**config.mk**
```make
export PLATFORM = sky130hd
export DESIGN_NAME = stable_priority_forward_queue
export DESIGN_NICKNAME = d
export VERILOG_FILES = /design/src/spfq_pkg.sv /design/src/spfq_cell.sv /design/src/stable_priority_forward_queue.sv
export VERILOG_INCLUDE_DIRS = /design/src /design/src/src
export SDC_FILE = /design/constraint.sdc
export NUM_CORES = 2
export LEC_CHECK = 0
export ABC_AREA = 1
export BUFFER_PORTS_ARGS = -buffer_cell sky130_fd_sc_hd__buf_2
export CAP_MARGIN = 20
export CORE_UTILIZATION = 60
export DETAILED_ROUTE_END_ITERATION = 8
export PLACE_DENSITY_LB_ADDON = 0.25
export SLEW_MARGIN = 20
export SYNTH_ARGS = -nofsm -noshare
export SYNTH_HDL_FRONTEND = slang
export SYNTH_SLANG_ARGS = --single-unit
export TNS_END_PERCENT = 1
```
**constraint.sdc**
```tcl
create_clock -name clk -period 13.53 [get_ports clk]
set_input_delay 0 -clock clk [delete_from_list [all_inputs] [get_ports clk]]
set_output_delay 0 -clock clk [all_outputs]
set_load 0.1 [all_outputs]
```
**src/assert_macros.svh**
```systemverilog
// assertion macros for the rtl files
`ifndef ASSERT_MACROS_SVH
`define ASSERT_MACROS_SVH

`ifndef SYNTH
// checked only while out of reset
`define SPFQ_ASSERT(lbl, clk, rst_n, prop) \
  lbl: assert property (@(posedge clk) disable iff (!rst_n) prop) \
    else $error("spfq assertion failed");
// checked at every edge, reset included
`define SPFQ_ASSERT_ALWAYS(lbl, clk, prop) \
  lbl: assert property (@(posedge clk) prop) \
    else $error("spfq assertion failed");
`else
`define SPFQ_ASSERT(lbl, clk, rst_n, prop)
`define SPFQ_ASSERT_ALWAYS(lbl, clk, prop)
`endif

`endif

```
**src/spfq_pkg.sv**
```systemverilog
// types and constants of the stable priority forward queue
package spfq_pkg;

  localparam int QUEUE_DEPTH = 16;
  localparam int CNT_W       = $clog2(QUEUE_DEPTH + 1);
  localparam int FILL_W      = 5;

  localparam int IN_TDATA_W  = 88;
  localparam int OUT_TDATA_W = 120;

  localparam logic CMD_PUSH = 1'b0;
  localparam logic CMD_POP  = 1'b1;

  localparam logic [1:0] ST_OK    = 2'd0;
  localparam logic [1:0] ST_EMPTY = 2'd1;
  localparam logic [1:0] ST_FULL  = 2'd2;

  localparam logic REG_BASE_ADDR = 1'b0;
  localparam logic REG_FWD_NODE  = 1'b1;

  typedef struct packed {
    logic [7:0]  prio;
    logic [31:0] uid;
    logic [7:0]  source;
    logic [7:0]  dest;
    logic [7:0]  port;
    logic [10:0] len;
    logic [7:0]  slot;
  } entry_t;

  typedef struct packed {
    logic   push;
    logic   pop;
    entry_t new_ent;
  } cell_ctl_t;

endpackage

```
**src/spfq_cell.sv**
```systemverilog
// one slot of the sorted descriptor chain
module spfq_cell (
  input  logic               clk,
  input  spfq_pkg::cell_ctl_t ctl,
  input  logic               occupied,
  input  logic               prev_displace,
  input  spfq_pkg::entry_t   prev_ent,
  input  spfq_pkg::entry_t   next_ent,
  output logic               displace,
  output spfq_pkg::entry_t   ent
);

  spfq_pkg::entry_t ent_r;
  spfq_pkg::entry_t ent_nxt;

  // strict compare keeps equal priorities in arrival order
  assign displace = !occupied || (ent_r.prio < ctl.new_ent.prio);
  assign ent      = ent_r;

  always_comb begin
    ent_nxt = ent_r;
    if (ctl.pop) begin
      ent_nxt = next_ent;
    end else if (ctl.push) begin
      if (displace && !prev_displace) begin
        ent_nxt = ctl.new_ent;
      end else if (displace) begin
        ent_nxt = prev_ent;
      end
    end
  end

  always_ff @(posedge clk) begin
    ent_r <= ent_nxt;
  end

endmodule

```
**src/stable_priority_forward_queue.sv**
```systemverilog
// Stable priority queue of frame descriptors. Each request is a push (tuser 0) or a pop
// (tuser 1); one request is taken per clock and its result is held in the output register
// from the next cycle. The descriptors sit in a chain of cells kept sorted by priority, with
// equal priorities in arrival order: a push is placed by each cell comparing itself with
// the new priority in the same cycle, and a pop takes the head while the chain moves up
// by one. Input is held back only while the output register is full and not taken.
// A push on a full queue and a pop on an empty one give a status code and change nothing.
// Configuration registers may be written at any time the queue is idle; cfg_ready is
// always high.
`include "assert_macros.svh"

module stable_priority_forward_queue (
  input  logic                                clk,
  input  logic                                rst_n,
  input  logic                                in_tvalid,
  output logic                                in_tready,
  // prio, frame_uid, source_node, dest_node, port_num, byte_len, buffer_slot, zero pad
  input  logic [spfq_pkg::IN_TDATA_W-1:0]     in_tdata,
  // cmd
  input  logic                                in_tuser,
  output logic                                out_tvalid,
  input  logic                                out_tready,
  // out_prio, out_uid, out_source, out_dest, out_port, out_len, out_slot,
  // next_hop_address, fill_level
  output logic [spfq_pkg::OUT_TDATA_W-1:0]    out_tdata,
  // status
  output logic [1:0]                          out_tuser,
  input  logic                                cfg_valid,
  output logic                                cfg_ready,
  input  logic                                cfg_index,
  input  logic [31:0]                         cfg_data
);

  localparam int DEPTH = spfq_pkg::QUEUE_DEPTH;
  localparam int CW    = spfq_pkg::CNT_W;

  logic [31:0]           base_addr_r;
  logic [7:0]            fwd_node_r;
  logic [CW-1:0]         count_r;
  logic [CW-1:0]         count_nxt;
  logic                  out_valid_r;
  logic [1:0]            status_r;
  spfq_pkg::entry_t      res_r;
  logic [31:0]           next_hop_r;
  logic [spfq_pkg::FILL_W-1:0] fill_r;

  logic                  in_acc;
  logic                  full;
  logic                  empty;
  logic                  pop_req;
  logic                  push_ok;
  logic                  pop_ok;
  spfq_pkg::entry_t      new_ent;
  spfq_pkg::cell_ctl_t   ctl;
  spfq_pkg::entry_t      ents   [DEPTH];
  logic [DEPTH-1:0]      displace;

  assign cfg_ready = 1'b1;
  assign in_tready = !out_valid_r || out_tready;
  assign in_acc    = in_tvalid && in_tready;
  assign full      = (count_r == CW'(DEPTH));
  assign empty     = (count_r == '0);
  assign pop_req   = in_acc && (in_tuser == spfq_pkg::CMD_POP);
  assign push_ok   = in_acc && (in_tuser == spfq_pkg::CMD_PUSH) && !full;
  assign pop_ok    = pop_req && !empty;

  assign new_ent.prio   = in_tdata[7:0];
  assign new_ent.uid    = in_tdata[39:8];
  assign new_ent.source = in_tdata[47:40];
  assign new_ent.dest   = in_tdata[55:48];
  assign new_ent.port   = in_tdata[63:56];
  assign new_ent.len    = in_tdata[74:64];
  assign new_ent.slot   = in_tdata[82:75];

  assign ctl.push    = push_ok;
  assign ctl.pop     = pop_ok;
  assign ctl.new_ent = new_ent;

  for (genvar i = 0; i < DEPTH; i++) begin : g_cell
    logic             prev_displace;
    spfq_pkg::entry_t prev_ent;
    spfq_pkg::entry_t next_ent;
    if (i == 0) begin : g_head
      assign prev_displace = 1'b0;
      assign prev_ent      = new_ent;
    end else begin : g_body
      assign prev_displace = displace[i-1];
      assign prev_ent      = ents[i-1];
    end
    if (i == DEPTH - 1) begin : g_tail
      assign next_ent = ents[i];
    end else begin : g_mid
      assign next_ent = ents[i+1];
    end
    spfq_cell u_cell (
      .clk           (clk),
      .ctl           (ctl),
      .occupied      (count_r > CW'(i)),
      .prev_displace (prev_displace),
      .prev_ent      (prev_ent),
      .next_ent      (next_ent),
      .displace      (displace[i]),
      .ent           (ents[i])
    );
  end

  always_comb begin
    count_nxt = count_r;
    if (push_ok) begin
      count_nxt = count_r + CW'(1);
    end else if (pop_ok) begin
      count_nxt = count_r - CW'(1);
    end
  end

  always_ff @(posedge clk) begin
    if (!rst_n) begin
      base_addr_r <= '0;
      fwd_node_r  <= '0;
      count_r     <= '0;
      out_valid_r <= 1'b0;
    end else begin
      if (cfg_valid && cfg_ready) begin
        unique case (cfg_index)
          spfq_pkg::REG_BASE_ADDR: base_addr_r <= cfg_data;
          spfq_pkg::REG_FWD_NODE:  fwd_node_r  <= cfg_data[7:0];
          default: ;
        endcase
      end
      count_r <= count_nxt;
      if (in_acc) begin
        out_valid_r <= 1'b1;
      end else if (out_tready) begin
        out_valid_r <= 1'b0;
      end
    end
  end

  // result payload
  always_ff @(posedge clk) begin
    if (in_acc) begin
      if (in_tuser == spfq_pkg::CMD_PUSH) begin
        status_r <= full ? spfq_pkg::ST_FULL : spfq_pkg::ST_OK;
      end else begin
        status_r <= empty ? spfq_pkg::ST_EMPTY : spfq_pkg::ST_OK;
      end
      res_r      <= pop_ok ? ents[0] : '0;
      next_hop_r <= pop_ok ? (base_addr_r + {24'd0, fwd_node_r}) : 32'd0;
      fill_r     <= spfq_pkg::FILL_W'(count_nxt);
    end
  end

  assign out_tvalid = out_valid_r;
  assign out_tuser  = status_r;
  assign out_tdata  = {fill_r, next_hop_r, res_r.slot, res_r.len, res_r.port,
                       res_r.dest, res_r.source, res_r.uid, res_r.prio};

  `SPFQ_ASSERT(a_count_max, clk, rst_n, count_r <= CW'(DEPTH))
  `SPFQ_ASSERT(a_push_grows, clk, rst_n, push_ok |=> count_r == $past(count_r) + CW'(1))
  `SPFQ_ASSERT(a_head_sorted, clk, rst_n, (count_r >= CW'(2)) |-> ents[0].prio >= ents[1].prio)
  `SPFQ_ASSERT(a_empty_pop, clk, rst_n, (pop_req && empty) |=> out_tuser == spfq_pkg::ST_EMPTY)
  `SPFQ_ASSERT_ALWAYS(a_reset_clear, clk, !rst_n |=> (!out_valid_r && count_r == '0))

endmodule
```
# Word-level counts from Yosys, hierarchy flattened
# Index checks and enable logic that the tools add are counted.
word_totals:
  reg_bits: 1496
  input_bits: 127
  elab_cells: 341
  out_inout_bits: 125
classes:
  bitwise: 3
  magnitude_cmp: 32
  eq_ne: 1
  n_mux: 68
  n_addsub: 3
  n_reduce_logical: 108
ops:
  columns: ["op", "n"]
  rows:
  - ["83-bit two-way mux", 61]
  - ["8-bit less-than comparator", 16]
  - ["3-bit nonzero test", 14]
  - ["5-bit by 4-bit greater-than comparator with 1-bit output (second input constant)", 8]
  - ["1-bit zero test", 34]
  - ["2-bit AND reduction", 17]
  - ["32-bit by 8-bit adder with 32-bit output", 1]
  - ["5-bit by 3-bit greater-than comparator with 1-bit output (second input constant)", 4]
  - ["1-bit logical AND", 20]
  - ["1-bit logical OR", 17]
  - ["5-bit by 1-bit greater-than comparator with 1-bit output (second input constant)", 2]
  - ["5-bit by 2-bit greater-than comparator with 1-bit output (second input constant)", 2]
  - ["5-bit two-way mux", 2]
  - ["2-bit nonzero test", 4]
  - ["5-bit by 1-bit adder with 5-bit output (second input constant)", 1]
  - ["5-bit equality test (second input constant)", 1]
  - ["5-bit zero test", 1]
  - ["5-bit by 1-bit subtractor with 5-bit output (second input constant)", 1]
  - ["2-bit two-way mux", 2]
  - ["1-bit two-way mux", 3]
  - ["1-bit inverter", 3]
  - ["3-bit AND reduction", 1]

# Depth between registers and ports, before layout
depth:
  ltp_word: 8
  depth_mapped: 16
  depth_no_buf: 14

# Hierarchy
# From an unflattened synthesis, not the netlist that was laid out.
hier_totals:
  cells_unflattened: 12677
  area_unflattened_um2: 92789.0
modules_own_cells:
  columns: ["module", "instances", "cells_each", "area_each_um2"]
  rows:
  - ["spfq_cell at g_cell[1].u_cell ...", 9, 740, 5323.9]
  - ["spfq_cell at g_cell[0].u_cell ...", 7, 740, 5318.9]
  - ["stable_priority_forward_queue", 1, 837, 7642.3]

# Worst setup path after synthesis
# No wires, ideal clock.
synth_path:
  path_kind: "flip-flop to flip-flop"
  startpoint: "register out_valid_r (netlist: out_tvalid)"
  endpoint: "register g_cell[10].u_cell.ent_r, in the netlist g_cell[10].u_cell.ent[0], enable pin"
  t_required_ns: 12.891
  setup_slack_ns: 2.052
  synth_period_minus_slack_ns: 11.478
  setup_time_ns: 0.639
  t_arrival_ns: 10.839
  path_stages_with_launch: 7
  n_path_buf: 1
  path_cell_list: "dfxtp_1 > nand2_1 > nand2_1 > inv_1 > nand3_1 > clkbuf_1 > o21ai_0"
synth_via:
  elab_chain_len: 7
synth_lines:
  columns: ["element", "line", "rtl"]
  rows:
  - ["from (decl)", "stable_priority_forward_queue.sv:41", "logic out_valid_r;"]
  - ["from (signal assigned)", "stable_priority_forward_queue.sv:121", "out_valid_r <= 1'b0;"]
  - ["from (signal assigned)", "stable_priority_forward_queue.sv:132", "out_valid_r <= 1'b1;"]
  - ["from (signal assigned)", "stable_priority_forward_queue.sv:134", "out_valid_r <= 1'b0;"]
  - ["1-bit zero test *", "stable_priority_forward_queue.sv:59", "assign in_tready = !out_valid_r || out_tready;"]
  - ["1-bit logical OR *", "stable_priority_forward_queue.sv:59", null]
  - ["named net in_tready", "stable_priority_forward_queue.sv:16", "output logic in_tready,"]
  - ["1-bit logical AND *", "stable_priority_forward_queue.sv:60", "assign in_acc = in_tvalid && in_tready;"]
  - ["named net in_acc", "stable_priority_forward_queue.sv:47", "logic in_acc;"]
  - ["1-bit logical AND, on equally long branches", "stable_priority_forward_queue.sv:63, stable_priority_forward_queue.sv:64", null]
  - ["1-bit logical AND, on equally long branches", "stable_priority_forward_queue.sv:65, stable_priority_forward_queue.sv:64", null]
  - ["3-bit nonzero test (no source line) or 2-bit nonzero test (tied branches)", null, null]
  - ["2-bit AND reduction (no source line) *", null, null]
  - ["to (signal assigned)", "spfq_cell.sv:34", "ent_r <= ent_nxt;"]
  - ["to (decl)", "spfq_cell.sv:13", "spfq_pkg::entry_t ent_r;"]
# The timed path passes the listed nets; every way through them passes the cells marked *.
# A chain may end at the register's enable or synchronous reset.

==> impl_results.md <==
* Gr usage total at 34.6%
* Syn Area/Cell at 7.89 um^2
* Clk slew on worst S/H paths at 70 ps
* Drc violations at 0
* Setup TNS at 0 ps
* Clock tree buffer depth at 3
* Die Wd at 376 um
* Num CTS Buffers at 158
* Post-DP HPWL at 146000 um
* Standard-cell row count at 137
* Clock Latency Late Sink at 810 ps
* Final period utilization at 41.4%
* Layout area overhead at 9.46%
* Peak VDD IR at 174 uV
* CTS root buffer: clkbuf_16
* Sequential fraction of design power at 44.4%
* LEAKAGE at 0.0436 uW
* DR pass1 iterations at 6
* P_int at 10100 uW
* Routed wire length at 250000 um
* Status: complete, no violations
* First-pass GRT wire length at 390000 um
* Vias in the first global route at 68297
* Arrival @ worst endpoint at 6270 ps
* Fin area at 92000 um^2
* Placed cell count at 12111
* Die height at 376 um
* Total chip power at 15800 uW
* Pwr dens at 171 nW/um^2
* Fin worst setup slack at 7920 ps
* Largest net degree at the start of global routing at 229
* Main synth FF type: edfxtp_1
* Top Ports at 252
* Synth unique cells at 34
* FMAX at 178 MHz
* Most frequent cells in the layout: nand2_1 (3904), nand3_1 (2349), edfxtp_1 (1450), inv_1 (1354), buf_2 (245)
* Final ANT Viol Nets at 0
* Via Count at 73009
* Yosys warning total at 0
* Post-route minimum period at 5610 ps
* Core Area at 139000 um^2
* Placed Instance Area at 85700 um^2
* Port buffer count at 245
* Nets at 10803
* Final Setup Violations at 0
* CP Class: reg -> reg
* Max cap viols at 0
* Antenna violations before repair at 0
* Layout cell share with drive strength beyond 1 at 5.91%
* Clock share of power at 26.4%
* #FFs+latches synth at 1496
* Worst rel slew slack at 19.3%
* Die area at 142000 um^2
* RSZ-0062 raised after global routing: no
* Mapped cell area at 84100 um^2
* GP Congestion at 0.884
* Slew @ Worst Pin at 1210 ps
* 1st-iter DRT viols at 10504
* CP required at 14190 ps
* Setup bufs post-CTS at 0
* Worst Setup Start Kind: flop
* Hold Crit Start: cfg_data[25]
* Gate Count Post-Synth at 10658
* R2r startpoint: count_r[4]
* Synthesized Nets at 10912
* Switch share at 35.8%
* Gr ovfl total at 0
* Final Hold Viols at 0
* Post-synth EDFFs at 1450
* CP Launch Point: count_r[4]
* Initial Utilization at 60.3%
* Gate power share at 29.2%
* CTS sink cnt at 1496
* DR vias/cell at 5.82
* Tightest Hold Check Type: in -> reg
* Switching power total at 5650 uW
* Filler-free cell count of the finished design at 12542
* H-tree levels at 4
* CTS tree: yes
* Crit. End Element: flop
* # resized after CTS at 0
* WL per Instance at 19.9 um
* Post-Place Setup Slack at 8020 ps
* Worst-case clock skew at 29.4 ps
* Worst Path Max Fanout at 218
* Leading cell type in the layout, fill and taps excluded: nand2_1
* Final Max Tran Viols at 0
* Sequential fraction of the synthesis area at 52.9%
* Fraction of registers with async set/reset at 0%
per-layer routing:
layer / wire (um) / track usage [%] / vias to the layer above
met3: 29100 / 6.61 / 622
met1: 98300 / 47.6 / 33561
met4: 8450 / 12.8 / 0
met5: 0 / 0 / -
li1: - / - / 34194
met2: 114000 / 54.5 / 4632
power groups by stage:
stage	clock network, uW	logic, uW	registers, uW
after floorplan	0	3010	7310
after global routing	4350	5080	7090
after global placement	0	4290	7030
after detailed placement	0	4420	7070
final	4160	4600	7000
after CTS	4180	4490	6980
cell type report:
class	count	area, um^2
Multi-Input combinational cell	7010	31600
Antenna cell	1	2.50
Tap cell	1876	2350
Fill cell	11276	47300
Sequential cell	1496	44500
Clock buffer	205	4300
Timing Repair Buffer	517	3750
Clock inverter	71	469
Inverter	1366	5140
timing repair:
item | in CTS | in global routing
endpoints found under the hold margin | 1126 | 0
hold buffers | 152 | 0
setup endpoints to repair | 0 | 0
cell usage after synthesis, types with 5 or more instances:
master / instances / area share [%]
nand3_1: 2350 / 14
o21a_1: 16 / 0.14
clkbuf_1: 292 / 1.3
clkinv_1: 8 / 0.036
edfxtp_1: 1450 / 52
o21ai_0: 239 / 1.4
nor3_1: 13 / 0.077
nand2_1: 3933 / 18
ha_1: 126 / 1.9
buf_2: 414 / 2.5
nor2_1: 177 / 0.79
dfxtp_1: 46 / 1.1
a21oi_1: 121 / 0.72
buf_1: 75 / 0.33
nand4_1: 11 / 0.082
buf_4: 5 / 0.045
inv_1: 1355 / 6.0
sequential cells by signal, indices dropped and copies added, names as in the netlist:
register,cells
base_addr_r,32
fwd_node_r,8
out_tdata,83
fill_r,5
count_r,5
g_cell.u_cell.ent,1328
next_hop_r,32
out_tvalid,1
out_tuser,2
worst max-delay path, stage by stage, from the launching register on:
cell	delay, ps
dfxtp_1	400
nor2_2	180
nand2_1	180
nor2_2	270
nor3_4	70
buf_12	290
inv_8	820
buf_4	820
buf_4	920
buf_4	900
nand3_1	170
nand2_1	110
stage by stage:
stage	hold WS, ps	utilization (%)
floorplan	135	-
global placement	229	61.5
detailed placement	231	61.5
CTS	2.13	66.0
global route	66.4	66.0
finish	45.4	66.0
path summary, 6_finish.rpt:
kind | end | slack [ps] | cells past startpoint
max | g_cell[7].u_cell.ent[31] | 7920 | 11
min | base_addr_r[25] | 50 | 4
max reg2reg | g_cell[7].u_cell.ent[31] | 7920 | 11
min reg2reg | fwd_node_r[6] | 490 | 2
cell families after synthesis:
| kind of cell | synth area share [%] |
|---|---|
| buf+inv | 10.2 |
| flops | 52.9 |
| fa+ha+maj | 1.90 |
| other cells | 0.00446 |
| simple gates | 32.6 |
| compound gates | 2.38 |
| xor+xnor | 0.0208 |
Power figures use the tool's default switching activity.
